==> src/sv/nttt_pkg.sv <==
package nttt_pkg;

   // Table geometry.
   localparam int MAX_TOUCHES = 16;
   localparam int COORD_BITS  = 12;

   // Fixed widths of the channel fields.
   localparam int FUNC_BITS      = 2;
   localparam int COORD_IN_BITS  = 12;
   localparam int TAG_BITS       = 8;
   localparam int COUNT_OUT_BITS = 5;

   // Derived widths.
   localparam int IDX_BITS  = (MAX_TOUCHES > 1) ? $clog2(MAX_TOUCHES) : 1;
   localparam int CNT_BITS  = $clog2(MAX_TOUCHES + 1);
   localparam int SQ_BITS   = 2 * COORD_BITS;
   localparam int DIST_BITS = 2 * COORD_BITS + 1;

   typedef logic [FUNC_BITS-1:0] func_type;

   localparam func_type FUNC_BEGIN = func_type'(0);
   localparam func_type FUNC_MOVE  = func_type'(1);
   localparam func_type FUNC_END   = func_type'(2);

   typedef struct packed {
      logic [COORD_BITS-1:0] x;
      logic [COORD_BITS-1:0] y;
      logic [TAG_BITS-1:0]   tag;
   } entry_type;

   typedef enum logic [1:0] {
      ST_IDLE,
      ST_SCAN,
      ST_UPDATE,
      ST_RESULT
   } state_type;

endpackage

==> src/sv/nttt_req_if.sv <==
interface nttt_req_if;
   logic                                 valid;
   logic                                 ready;
   logic [nttt_pkg::FUNC_BITS-1:0]       func;
   logic [nttt_pkg::COORD_IN_BITS-1:0]   pos_x;
   logic [nttt_pkg::COORD_IN_BITS-1:0]   pos_y;
   logic [nttt_pkg::COORD_IN_BITS-1:0]   prev_x;
   logic [nttt_pkg::COORD_IN_BITS-1:0]   prev_y;

   modport source (output valid, func, pos_x, pos_y, prev_x, prev_y, input ready);
   modport sink   (input valid, func, pos_x, pos_y, prev_x, prev_y, output ready);
endinterface

==> src/sv/nttt_rsp_if.sv <==
interface nttt_rsp_if;
   logic                                 valid;
   logic                                 ready;
   logic                                 found;
   logic [nttt_pkg::TAG_BITS-1:0]        touch_tag;
   logic                                 table_full;
   logic [nttt_pkg::COUNT_OUT_BITS-1:0]  active_count;

   modport source (output valid, found, touch_tag, table_full, active_count, input ready);
   modport sink   (input valid, found, touch_tag, table_full, active_count, output ready);
endinterface

==> src/sv/nearest_touch_tracking_table_core.sv <==
// A begin or ignored item goes from idle to the result state, then to the output register;
// a move or end item scans every stored touch through the issue, squaring and compare stages,
// then passes the update and result states. A new item is taken only in idle, once the last
// result is in the output register; a stalled receiver holds the core in the result state.
// Reset (synchronous, active high) empties the table and clears the tag counter; the
// touch storage itself is not cleared, since entries beyond the fill count are never read.
module nearest_touch_tracking_table_core (
   input  logic       clock,
   input  logic       reset,
   nttt_req_if.sink   req_ch,
   nttt_rsp_if.source rsp_ch
);

   // Touch table. Entries below count_ff are live, oldest first.
   nttt_pkg::entry_type entry_ff [nttt_pkg::MAX_TOUCHES];
   nttt_pkg::entry_type entry_in [nttt_pkg::MAX_TOUCHES];

   nttt_pkg::state_type state_ff, state_in;

   logic [nttt_pkg::CNT_BITS-1:0] count_ff, count_in;
   logic [nttt_pkg::TAG_BITS-1:0] tag_next_ff, tag_next_in;

   // The accepted item.
   nttt_pkg::func_type              func_ff, func_in;
   logic [nttt_pkg::COORD_BITS-1:0] pos_x_ff, pos_x_in;
   logic [nttt_pkg::COORD_BITS-1:0] pos_y_ff, pos_y_in;
   logic [nttt_pkg::COORD_BITS-1:0] prev_x_ff, prev_x_in;
   logic [nttt_pkg::COORD_BITS-1:0] prev_y_ff, prev_y_in;

   // Scan sequencer: issue index, then a squaring stage, then the compare stage.
   logic [nttt_pkg::IDX_BITS-1:0]   idx_ff, idx_in;
   logic                            issue_ff, issue_in;
   logic                            s1_valid_ff, s1_valid_in;
   logic [nttt_pkg::IDX_BITS-1:0]   s1_idx_ff, s1_idx_in;
   logic [nttt_pkg::SQ_BITS-1:0]    sqx_ff, sqx_in;
   logic [nttt_pkg::SQ_BITS-1:0]    sqy_ff, sqy_in;
   logic [nttt_pkg::TAG_BITS-1:0]   s1_tag_ff, s1_tag_in;

   // Best match so far.
   logic [nttt_pkg::IDX_BITS-1:0]   best_idx_ff, best_idx_in;
   logic [nttt_pkg::DIST_BITS-1:0]  best_dist_ff, best_dist_in;
   logic [nttt_pkg::TAG_BITS-1:0]   best_tag_ff, best_tag_in;

   // Result held until the output register is free.
   logic                            res_found_ff, res_found_in;
   logic [nttt_pkg::TAG_BITS-1:0]   res_tag_ff, res_tag_in;
   logic                            res_full_ff, res_full_in;

   // Output register.
   logic                                 rsp_valid_ff, rsp_valid_in;
   logic                                 rsp_found_ff, rsp_found_in;
   logic [nttt_pkg::TAG_BITS-1:0]        rsp_tag_ff, rsp_tag_in;
   logic                                 rsp_full_ff, rsp_full_in;
   logic [nttt_pkg::COUNT_OUT_BITS-1:0]  rsp_count_ff, rsp_count_in;

   // Shared squared-distance unit signals.
   nttt_pkg::entry_type             rd_entry;
   logic [nttt_pkg::COORD_BITS-1:0] dx;
   logic [nttt_pkg::COORD_BITS-1:0] dy;
   logic [nttt_pkg::DIST_BITS-1:0]  sum_sq;
   logic [nttt_pkg::IDX_BITS-1:0]   last_idx;

   assign req_ch.ready        = (state_ff == nttt_pkg::ST_IDLE);
   assign rsp_ch.valid        = rsp_valid_ff;
   assign rsp_ch.found        = rsp_found_ff;
   assign rsp_ch.touch_tag    = rsp_tag_ff;
   assign rsp_ch.table_full   = rsp_full_ff;
   assign rsp_ch.active_count = rsp_count_ff;

   // Only meaningful while the table holds at least one touch.
   assign last_idx = nttt_pkg::IDX_BITS'(count_ff - nttt_pkg::CNT_BITS'(1));

   // Stage one of the distance unit: fetch the entry under the scan index, take absolute
   // differences and square them. Stage two adds the squares ahead of the compare.
   always_comb begin
      rd_entry = entry_ff[idx_ff];
      dx = (rd_entry.x > prev_x_ff) ? (rd_entry.x - prev_x_ff) : (prev_x_ff - rd_entry.x);
      dy = (rd_entry.y > prev_y_ff) ? (rd_entry.y - prev_y_ff) : (prev_y_ff - rd_entry.y);
      sum_sq = nttt_pkg::DIST_BITS'(sqx_ff) + nttt_pkg::DIST_BITS'(sqy_ff);
   end

   always_comb begin
      state_in     = state_ff;
      entry_in     = entry_ff;
      count_in     = count_ff;
      tag_next_in  = tag_next_ff;
      func_in      = func_ff;
      pos_x_in     = pos_x_ff;
      pos_y_in     = pos_y_ff;
      prev_x_in    = prev_x_ff;
      prev_y_in    = prev_y_ff;
      idx_in       = idx_ff;
      issue_in     = issue_ff;
      s1_valid_in  = 1'b0;
      s1_idx_in    = s1_idx_ff;
      sqx_in       = sqx_ff;
      sqy_in       = sqy_ff;
      s1_tag_in    = s1_tag_ff;
      best_idx_in  = best_idx_ff;
      best_dist_in = best_dist_ff;
      best_tag_in  = best_tag_ff;
      res_found_in = res_found_ff;
      res_tag_in   = res_tag_ff;
      res_full_in  = res_full_ff;
      rsp_valid_in = rsp_valid_ff && !rsp_ch.ready;
      rsp_found_in = rsp_found_ff;
      rsp_tag_in   = rsp_tag_ff;
      rsp_full_in  = rsp_full_ff;
      rsp_count_in = rsp_count_ff;

      unique case (state_ff)
         nttt_pkg::ST_IDLE: begin
            if (req_ch.valid) begin
               func_in   = req_ch.func;
               pos_x_in  = nttt_pkg::COORD_BITS'(req_ch.pos_x);
               pos_y_in  = nttt_pkg::COORD_BITS'(req_ch.pos_y);
               prev_x_in = nttt_pkg::COORD_BITS'(req_ch.prev_x);
               prev_y_in = nttt_pkg::COORD_BITS'(req_ch.prev_y);
               res_found_in = 1'b0;
               res_tag_in   = '0;
               res_full_in  = 1'b0;
               state_in     = nttt_pkg::ST_RESULT;
               priority if (req_ch.func == nttt_pkg::FUNC_BEGIN) begin
                  // A begin is handled at once: append at the tail or report a full table.
                  if (count_ff >= nttt_pkg::CNT_BITS'(nttt_pkg::MAX_TOUCHES)) begin
                     res_full_in = 1'b1;
                  end else begin
                     entry_in[nttt_pkg::IDX_BITS'(count_ff)].x   =
                        nttt_pkg::COORD_BITS'(req_ch.pos_x);
                     entry_in[nttt_pkg::IDX_BITS'(count_ff)].y   =
                        nttt_pkg::COORD_BITS'(req_ch.pos_y);
                     entry_in[nttt_pkg::IDX_BITS'(count_ff)].tag = tag_next_ff;
                     res_found_in = 1'b1;
                     res_tag_in   = tag_next_ff;
                     tag_next_in  = tag_next_ff + nttt_pkg::TAG_BITS'(1);
                     count_in     = count_ff + nttt_pkg::CNT_BITS'(1);
                  end
               end else if ((req_ch.func == nttt_pkg::FUNC_MOVE ||
                             req_ch.func == nttt_pkg::FUNC_END) &&
                            count_ff != '0) begin
                  idx_in   = '0;
                  issue_in = 1'b1;
                  state_in = nttt_pkg::ST_SCAN;
               end else begin
                  // Empty table or unused kind: the item is answered with nothing found.
               end
            end
         end

         nttt_pkg::ST_SCAN: begin
            if (issue_ff) begin
               s1_valid_in = 1'b1;
               s1_idx_in   = idx_ff;
               sqx_in      = nttt_pkg::SQ_BITS'(dx) * nttt_pkg::SQ_BITS'(dx);
               sqy_in      = nttt_pkg::SQ_BITS'(dy) * nttt_pkg::SQ_BITS'(dy);
               s1_tag_in   = rd_entry.tag;
               if (idx_ff == last_idx) begin
                  issue_in = 1'b0;
               end else begin
                  idx_in = idx_ff + nttt_pkg::IDX_BITS'(1);
               end
            end
            if (s1_valid_ff) begin
               // A strict compare keeps the oldest touch on a tie.
               if (s1_idx_ff == '0 || sum_sq < best_dist_ff) begin
                  best_idx_in  = s1_idx_ff;
                  best_dist_in = sum_sq;
                  best_tag_in  = s1_tag_ff;
               end
               if (s1_idx_ff == last_idx) begin
                  state_in = nttt_pkg::ST_UPDATE;
               end
            end
         end

         nttt_pkg::ST_UPDATE: begin
            res_found_in = 1'b1;
            res_tag_in   = best_tag_ff;
            if (func_ff == nttt_pkg::FUNC_END) begin
               // Removing the touch closes the gap: every later entry moves down one slot.
               for (int i = 0; i < nttt_pkg::MAX_TOUCHES - 1; i++) begin
                  if (nttt_pkg::IDX_BITS'(i) >= best_idx_ff) begin
                     entry_in[i] = entry_ff[i + 1];
                  end
               end
               count_in = count_ff - nttt_pkg::CNT_BITS'(1);
            end else begin
               entry_in[best_idx_ff].x = pos_x_ff;
               entry_in[best_idx_ff].y = pos_y_ff;
            end
            state_in = nttt_pkg::ST_RESULT;
         end

         nttt_pkg::ST_RESULT: begin
            if (!rsp_valid_ff || rsp_ch.ready) begin
               rsp_valid_in = 1'b1;
               rsp_found_in = res_found_ff;
               rsp_tag_in   = res_tag_ff;
               rsp_full_in  = res_full_ff;
               rsp_count_in = nttt_pkg::COUNT_OUT_BITS'(count_ff);
               state_in     = nttt_pkg::ST_IDLE;
            end
         end

         default: begin
            state_in = nttt_pkg::ST_IDLE;
         end
      endcase
   end

   // Control state.
   always_ff @(posedge clock) begin
      if (reset) begin
         state_ff     <= nttt_pkg::ST_IDLE;
         count_ff     <= '0;
         tag_next_ff  <= '0;
         issue_ff     <= 1'b0;
         s1_valid_ff  <= 1'b0;
         rsp_valid_ff <= 1'b0;
      end else begin
         state_ff     <= state_in;
         count_ff     <= count_in;
         tag_next_ff  <= tag_next_in;
         issue_ff     <= issue_in;
         s1_valid_ff  <= s1_valid_in;
         rsp_valid_ff <= rsp_valid_in;
      end
   end

   // Payload and table storage.
   always_ff @(posedge clock) begin
      entry_ff     <= entry_in;
      func_ff      <= func_in;
      pos_x_ff     <= pos_x_in;
      pos_y_ff     <= pos_y_in;
      prev_x_ff    <= prev_x_in;
      prev_y_ff    <= prev_y_in;
      idx_ff       <= idx_in;
      s1_idx_ff    <= s1_idx_in;
      sqx_ff       <= sqx_in;
      sqy_ff       <= sqy_in;
      s1_tag_ff    <= s1_tag_in;
      best_idx_ff  <= best_idx_in;
      best_dist_ff <= best_dist_in;
      best_tag_ff  <= best_tag_in;
      res_found_ff <= res_found_in;
      res_tag_ff   <= res_tag_in;
      res_full_ff  <= res_full_in;
      rsp_found_ff <= rsp_found_in;
      rsp_tag_ff   <= rsp_tag_in;
      rsp_full_ff  <= rsp_full_in;
      rsp_count_ff <= rsp_count_in;
   end

endmodule
==> src/flat_wrapper.sv <==
// flat-port wrapper written by rule: the top's interface ports become plain ports
module nearest_touch_tracking_table_core_flat 
  (clock, reset, req_ch_valid, req_ch_func, req_ch_pos_x, req_ch_pos_y, req_ch_prev_x, req_ch_prev_y, req_ch_ready, rsp_ch_valid, rsp_ch_found, rsp_ch_touch_tag, rsp_ch_table_full, rsp_ch_active_count, rsp_ch_ready);
  nttt_req_if req_ch_i ();
  nttt_rsp_if rsp_ch_i ();
  input  logic clock;
  input  logic reset;
  input wire logic [$bits(req_ch_i.valid)-1:0] req_ch_valid;
  input wire logic [$bits(req_ch_i.func)-1:0] req_ch_func;
  input wire logic [$bits(req_ch_i.pos_x)-1:0] req_ch_pos_x;
  input wire logic [$bits(req_ch_i.pos_y)-1:0] req_ch_pos_y;
  input wire logic [$bits(req_ch_i.prev_x)-1:0] req_ch_prev_x;
  input wire logic [$bits(req_ch_i.prev_y)-1:0] req_ch_prev_y;
  output wire logic [$bits(req_ch_i.ready)-1:0] req_ch_ready;
  output wire logic [$bits(rsp_ch_i.valid)-1:0] rsp_ch_valid;
  output wire logic [$bits(rsp_ch_i.found)-1:0] rsp_ch_found;
  output wire logic [$bits(rsp_ch_i.touch_tag)-1:0] rsp_ch_touch_tag;
  output wire logic [$bits(rsp_ch_i.table_full)-1:0] rsp_ch_table_full;
  output wire logic [$bits(rsp_ch_i.active_count)-1:0] rsp_ch_active_count;
  input wire logic [$bits(rsp_ch_i.ready)-1:0] rsp_ch_ready;
  assign req_ch_i.valid = req_ch_valid;
  assign req_ch_i.func = req_ch_func;
  assign req_ch_i.pos_x = req_ch_pos_x;
  assign req_ch_i.pos_y = req_ch_pos_y;
  assign req_ch_i.prev_x = req_ch_prev_x;
  assign req_ch_i.prev_y = req_ch_prev_y;
  assign req_ch_ready = req_ch_i.ready;
  assign rsp_ch_valid = rsp_ch_i.valid;
  assign rsp_ch_found = rsp_ch_i.found;
  assign rsp_ch_touch_tag = rsp_ch_i.touch_tag;
  assign rsp_ch_table_full = rsp_ch_i.table_full;
  assign rsp_ch_active_count = rsp_ch_i.active_count;
  assign rsp_ch_i.ready = rsp_ch_ready;
  nearest_touch_tracking_table_core u_core (.clock(clock), .reset(reset), .req_ch(req_ch_i), .rsp_ch(rsp_ch_i));
endmodule
==> config.mk <==
export PLATFORM = sky130hd
export DESIGN_NAME = nearest_touch_tracking_table_core_flat
export DESIGN_NICKNAME = d
export VERILOG_FILES = /design/src/sv/nttt_pkg.sv /design/src/sv/nttt_req_if.sv /design/src/sv/nttt_rsp_if.sv /design/src/sv/nearest_touch_tracking_table_core.sv /design/src/flat_wrapper.sv
export SDC_FILE = /design/constraint.sdc
export NUM_CORES = 2
export LEC_CHECK = 0
export ABC_CLOCK_PERIOD_IN_PS = 9500
export BUFFER_PORTS_ARGS = -buffer_cell sky130_fd_sc_hd__buf_2
export CORE_ASPECT_RATIO = 0.6
export CORE_MARGIN = 2
export CORE_UTILIZATION = 30
export DETAILED_ROUTE_END_ITERATION = 8
export GPL_ROUTABILITY_DRIVEN = 1
export MAX_ROUTING_LAYER = met4
export PLACE_DENSITY_LB_ADDON = 0.05
export SYNTH_ARGS = -nofsm -noshare
export SYNTH_HDL_FRONTEND = slang
export SYNTH_SLANG_ARGS = --single-unit
==> constraint.sdc <==
create_clock -name clock -period 9.5 [get_ports clock]
set_input_delay 0.475 -clock clock [delete_from_list [all_inputs] [get_ports clock]]
set_output_delay 0.475 -clock clock [all_outputs]
set_load 0.01 [all_outputs]
; Word level (Yosys, flattened, before mapping)
; Cells that the tools add are included.
[totals]
output_inout_bits = 17
regBits = 706
wordCells = 268
in_bits = 54
[op_classes]
n_eq_ne = 35
mul = 2
reduce_logical = 42
magnitude_cmp = 24
add_sub_neg = 9
n_bitwise = 5
mux = 77
[ops]
columns = op, n
row1 = $bwmux W512, 5
row2 = $mux W512, 3
row3 = $pmux W512 S2, 1
row4 = $demux W32 S4, 5
row5 = $mux W32, 20
row6 = $mux W480, 1
row7 = $bmux W32 S4, 1
row8 = $reduce_and A5 Y1, 17
row9 = $mul A12 B12 Y24, 2
row10 = $sub A12 B12 Y12, 4
row11 = $ne A3 B3 Y1 const B, 15
row12 = $mux W20, 2
row13 = $mux W8, 4
row14 = $ge A4 B4 Y1 const A, 7
row15 = $add A24 B24 Y25, 1
row16 = $lt A25 B25 Y1, 1
row17 = $gt A12 B12 Y1, 2
row18 = $mux W12, 2
row19 = $ge A5 B5 Y1 const B, 4
row20 = $mux W4, 5
row21 = $mux W5, 4
row22 = $ge A3 B4 Y1 const A, 4
row23 = $pmux W8 S2, 1
row24 = $not A4 Y5, 3
row25 = 31 further kinds, 80

; Longest topological paths before layout
[logic_depth]
depth_word = 12
depth_mapped = 38
ltp_nobuf = 33

; Worst setup path after synthesis
; Ideal clock, no wire load.
[synth_path]
path_kind = register to register
from = reg u_core.idx_ff[0] (netlist bit)
to = reg u_core.sqx_ff[23] (netlist bit) (data pin)
setup_slack_ps = -20
path_stages_with_launch = 37
n_path_buf = 5
setup_time_ps = 261
period_less_slack_ps = 9520
arrival_ps = 9258
t_required_ps = 9239
path_cell_list = edfxtp_1 > clkbuf_1 > clkbuf_1 > buf_1 > mux4_2 > mux4_2 > inv_1 > ha_1 > inv_1 > fa_1 > a211oi_1 > o31ai_2 > a31o_2 > nand2_2 > buf_6 > mux2i_1 > xor2_1 > buf_2 > nand2b_1 > fa_1 > inv_1 > fa_1 > inv_1 > fa_1 > inv_1 > fa_1 > inv_1 > fa_1 > inv_1 > ha_1 > or4_1 > o22ai_1 > o21ai_1 > o41ai_1 > o211ai_1 > o21ai_0 > xnor2_1
[synth_between]
elab_chain_cells = 7
word_cells_on_any_way = 9
cone_classes = add/sub: 2 / mul: 1 / order compare: 1 / mux: 4 / bitwise: 1
[synth_rtl]
columns = element, line
row1 = "start, declared", nearest_touch_tracking_table_core.sv:31  ; logic [nttt_pkg::IDX_BITS-1:0] idx_ff, idx_in;
row2 = "start signal, assigned", nearest_touch_tracking_table_core.sv:238  ; idx_ff <= idx_in;
row3 = $not A4 Y5 (implied by the code) *, nearest_touch_tracking_table_core.sv:76  ; rd_entry = entry_ff[idx_ff];
row4 = $bmux W32 S4 *, nearest_touch_tracking_table_core.sv:76
row5 = $mux W32 (implied by the code) * (2 in a row), nearest_touch_tracking_table_core.sv:76
row6 = $sub A12 B12 Y12 or $gt A12 B12 Y1 (tied branches), nearest_touch_tracking_table_core.sv:77  ; dx = (rd_entry.x > prev_x_ff) ? (rd_entry.x - prev_x_ff) : (prev_x_ff - rd_entry.x);
row7 = $mux W12 *, nearest_touch_tracking_table_core.sv:77
row8 = $mul A12 B12 Y24 *, nearest_touch_tracking_table_core.sv:154  ; sqx_in = nttt_pkg::SQ_BITS'(dx) * nttt_pkg::SQ_BITS'(dx);
row9 = "end signal, assigned", nearest_touch_tracking_table_core.sv:240  ; sqx_ff <= sqx_in;
row10 = "end, declared", nearest_touch_tracking_table_core.sv:35  ; logic [nttt_pkg::SQ_BITS-1:0] sqx_ff, sqx_in;
; Every way passes the cells marked *; elsewhere a longest branch is shown, timed or not. The select of a mux whose other input is x is not followed.
; A chain may end at the register's enable or synchronous reset.

; Worst setup path after layout
[layout_path]
from = reg u_core.idx_ff[0] (netlist bit)
to = reg u_core.sqx_ff[22] (netlist bit) (data pin)
; Same word-level chain as after synthesis.

==> results.yml <==
worst_setup_path:
  crit_path_frequent_cell: "sky130_fd_sc_hd__inv_1"
  slowest_delay_ns: 0.62
  crit_slowest_cell: "sky130_fd_sc_hd__fa_2"
  regToRegSetupSlack_ns: 0.39
  rr_startpoint: "u_core.idx_ff[0]"
  arrival_ns: 9.56
  r2r_end: "u_core.sqx_ff[22]"
  data_required_time_at_the_worst_endpoint_ns: 9.95
  timing.critical_path.from_type: "flip-flop"
  kind_of_capture_point_of_the_worst_setup_path: "flip-flop"
  crit_path_start: "u_core.idx_ff[0]"
  worst_setup_path_category: "flip-flop to flip-flop"
  highest_net_fanout_along_the_worst_path: 10
  timing.reg2reg.worst_path_depth: 31
min_path:
  min-delay-path-class: "input pin to flip-flop"
  worst_hold_path.endpoint: "u_core.pos_x_ff[10]"
  min_from: "req_ch_pos_x[10]"
  cell_depth_of_the_worst_min_delay_path: 1
grt:
  grt_first_pass_wirelength_um: 248900
  grt_util_all_layers: 0.2337
  first_global_vias: 32390
  grt_antenna_before_repair: 7
  globalRoute.totalOverflow: 0
  grt_max_degree: 206
cells_and_area:
  final-seq-area_um2: 20960
  multiInputGateArea_um2: 21710
  nets: 4418
  fill_cells: 14721
  fin_util: 0.3486
  area_delta_synth_final_pct: 15.20
  final_layout_size_suffix_gt1_frac: 0.1588
  final_cell_mix: "686 x sky130_fd_sc_hd__edfxtp_1, 615 x sky130_fd_sc_hd__nand2_1, 360 x sky130_fd_sc_hd__o221ai_1, 343 x sky130_fd_sc_hd__inv_1, 218 x sky130_fd_sc_hd__ha_1"
  mostFrequentLayoutCell: "sky130_fd_sc_hd__edfxtp_1"
clocking:
  cts_tree: "built"
  cts.root.buffer_cell: "sky130_fd_sc_hd__clkbuf_16"
  clkTransAtPathRegs_ns: 0.07
  worst_skew_pair.late_latency_ns: 0.71
  clkSinkCount: 704
  cts-root-to-sink-buffers: 3
  cts-buffers-inserted: 79
  h_tree_level_count: 3
routing:
  wl_per_cell_um: 28.73
  via_count: 33312
  route.antenna.remaining_nets: 0
  routed_wl_um: 173600
  drc_errors_left: 0
  drt_pre_antenna_iters: 5
  vias_per_cell: 5.513
  drtIter0Drc: 4014
die:
  initial_utilization: 0.3026
  design.core.area_um2: 147600
  io_pins: 71
  placementRows: 109
  die_h_um: 302.9
  fp.dieArea_um2: 152100
  die-width_um: 502.1
placed_design:
  place.port_buffers: 70
  dp_hpwl_um: 109700
  final_replace_weighted_congestion: 0.8105
synth:
  async_reset_ff_frac: 0
  netlist.area_leader.share: 0.4613
  main_combinational_cell_family_by_area_after_synthesis: "adder cells"
  synthesis.yosys.warnings: 0
  post_synth_fa_ha_maj_area_fraction: 0.1355
  synth_sequential_area_ratio: 0.4693
  netlist_area_um2: 44660
  synthFlopType: "sky130_fd_sc_hd__edfxtp_1"
  portion_of_netlist_area_occupied_by_mux_cells: 0.08618
  total_nets_after_synthesis: 4315
  synthesized_area_per_cell_um2: 11.52
  simple_logic_cell_fraction_of_the_synthesized_area: 0.09929
  library_cells_used_by_synthesis: 80
  synth.largest_area_cell: "sky130_fd_sc_hd__edfxtp_1"
  synth_compound_gate_area_share: 0.1345
  synth-edff-count: 686
  synthesis.instances: 3875
  synth-seq-cells: 704
  netlist_top_cells_area: "sky130_fd_sc_hd__edfxtp_1 46%, sky130_fd_sc_hd__mux4_2 8.1%, sky130_fd_sc_hd__fa_1 7.3%"
  synthesized_area_fraction_occupied_by_xor_and_xnor_cells: 0.02090
timing:
  final_min_period_over_clock_period: 0.9595
  worstMarginPinSlew_ns: 1.368
  fin_worst_hold_slack_ns: 0.05633
  timing.fmax_mhz: 109.7
  finalSetupViolations: 0
  max_slew_margin: 0.08455
  timing.final.hold_violations: 0
  slew_viol_final: 0
  clock-skew-final_ns: 0.03236
  layout_min_cycle_time_ns: 9.115
run_status:
  outcome: "complete, no violations"
run:
  cap_violations: 0
==> cell families (layout without fill, tap and decap cells) <==
logic type | after synthesis | in the layout
other | 0 | 2
multiplexers | 184 | 184
AO/OA/AOI/OAI | 815 | 815
flip-flops | 704 | 704
buffers and inverters | 633 | 800
adder cells (fa/ha/maj) | 386 | 386
XOR/XNOR | 104 | 104
AND/OR/NAND/NOR | 1049 | 1049
==> synth_stat cells (all sizes together) (10+ instances only) <==
cell      n
o211ai   11
inv     348
mux4    160
a211oi   17
o21ai   186
nor2    201
clkbuf  239
fa      163
nand3    36
edfxtp  686
nand2b   33
or3      10
dfxtp    18
xor2     37
o221ai  360
a21o     41
xnor2    67
and2     22
a21oi    94
nand4    15
buf      46
nand2   633
nor3     27
or2      21
nor2b    24
mux2i    20
ha      223
a22o     25
==> metrics by stage <==
step / setup WS [ns] / TNS [ns] / instances / area [um^2]
final: 0.3851 / 0 / 6042 / 51450
after global routing: -0.04983 / -0.1829 / 6041 / 51440
after CTS: 0.01464 / 0 / 6023 / 51110
after detailed placement: 0.06095 / 0 / 5833 / 48130
after global placement: 0.1250 / 0 / 5833 / 48130
after floorplan: 0.2182 / 0 / 3875 / 44660
==> worst max-delay path by stage <==
| stage | end | slack (ns) |
|---|---|---|
| 2_1_floorplan | u_core.sqx_ff[23] | 0.22 |
| 3_3_place_gp | u_core.sqx_ff[23] | 0.12 |
| 5_1_grt | u_core.sqx_ff[19] | -0.05 |
| 3_5_place_dp | u_core.sqx_ff[20] | 0.06 |
| 4_1_cts | u_core.sqx_ff[20] | 0.01 |
| 6_report | u_core.sqx_ff[22] | 0.39 |
==> area by class of cell <==
cell class / count / share of cell area
Antenna cell: 2 / 0.00009728
Clock buffer: 107 / 0.04224
Clock inverter: 38 / 0.006761
Inverter: 348 / 0.02541
Multi-Input combinational cell: 2538 / 0.4219
Sequential cell: 704 / 0.4074
Tap cell: 1998 / 0.04859
Timing Repair Buffer: 307 / 0.04757
==> timing repair <==
| item | in CTS | in global routing |
|---|---|---|
| hold buffers | 45 | 1 |
| endpoints found under the setup margin | 0 | 17 |
| resized for setup | 0 | 31 |
| hold endpoints to repair | 45 | 1 |
| setup buffers | 0 | 13 |
==> critical path, delay by kind of cell, from the launching register on <==
| kind | cells | cell delay, ns |
|---|---|---|
| xor gates and xnor gates | 1 | 0.09 |
| buffers and inverters | 6 | 0.51 |
| and+or+nand+nor | 7 | 1.35 |
| muxes | 2 | 1.08 |
| DFF | 1 | 0.46 |
| AOI/OAI and AO/OA | 7 | 1.93 |
| adders and majority gates | 8 | 3.41 |
==> routing by layer <==
metal  track usage  vias up  wire (um)
li1              -    14586          -
met1        0.3821    17300      93250
met2        0.2947     1263      66090
met3       0.04118      163      11900
met4       0.03464        0       2363
met5             -        -          0
==> flip-flops by register name (all words and copies together), names as in the netlist, 2 cells and up <==
register                    count
u_core.entry_ff               512
u_core.best_dist_ff            25
u_core.sqx_ff                  23
u_core.sqy_ff                  23
u_core.pos_x_ff                12
u_core.pos_y_ff                12
u_core.prev_x_ff               12
u_core.prev_y_ff               12
u_core.best_tag_ff              8
u_core.res_tag_ff               8
u_core.rsp_ch.touch_tag         8
u_core.s1_tag_ff                8
u_core.tag_next_ff              8
u_core.count_ff                 5
u_core.rsp_ch.active_count      5
u_core.best_idx_ff              4
u_core.idx_ff                   4
u_core.s1_idx_ff                4
u_core.func_ff                  2
u_core.state_ff                 2
Power is left out: the tool's default activity adds up to more than one toggle a clock period on the data nets, which glitch-free logic cannot reach.
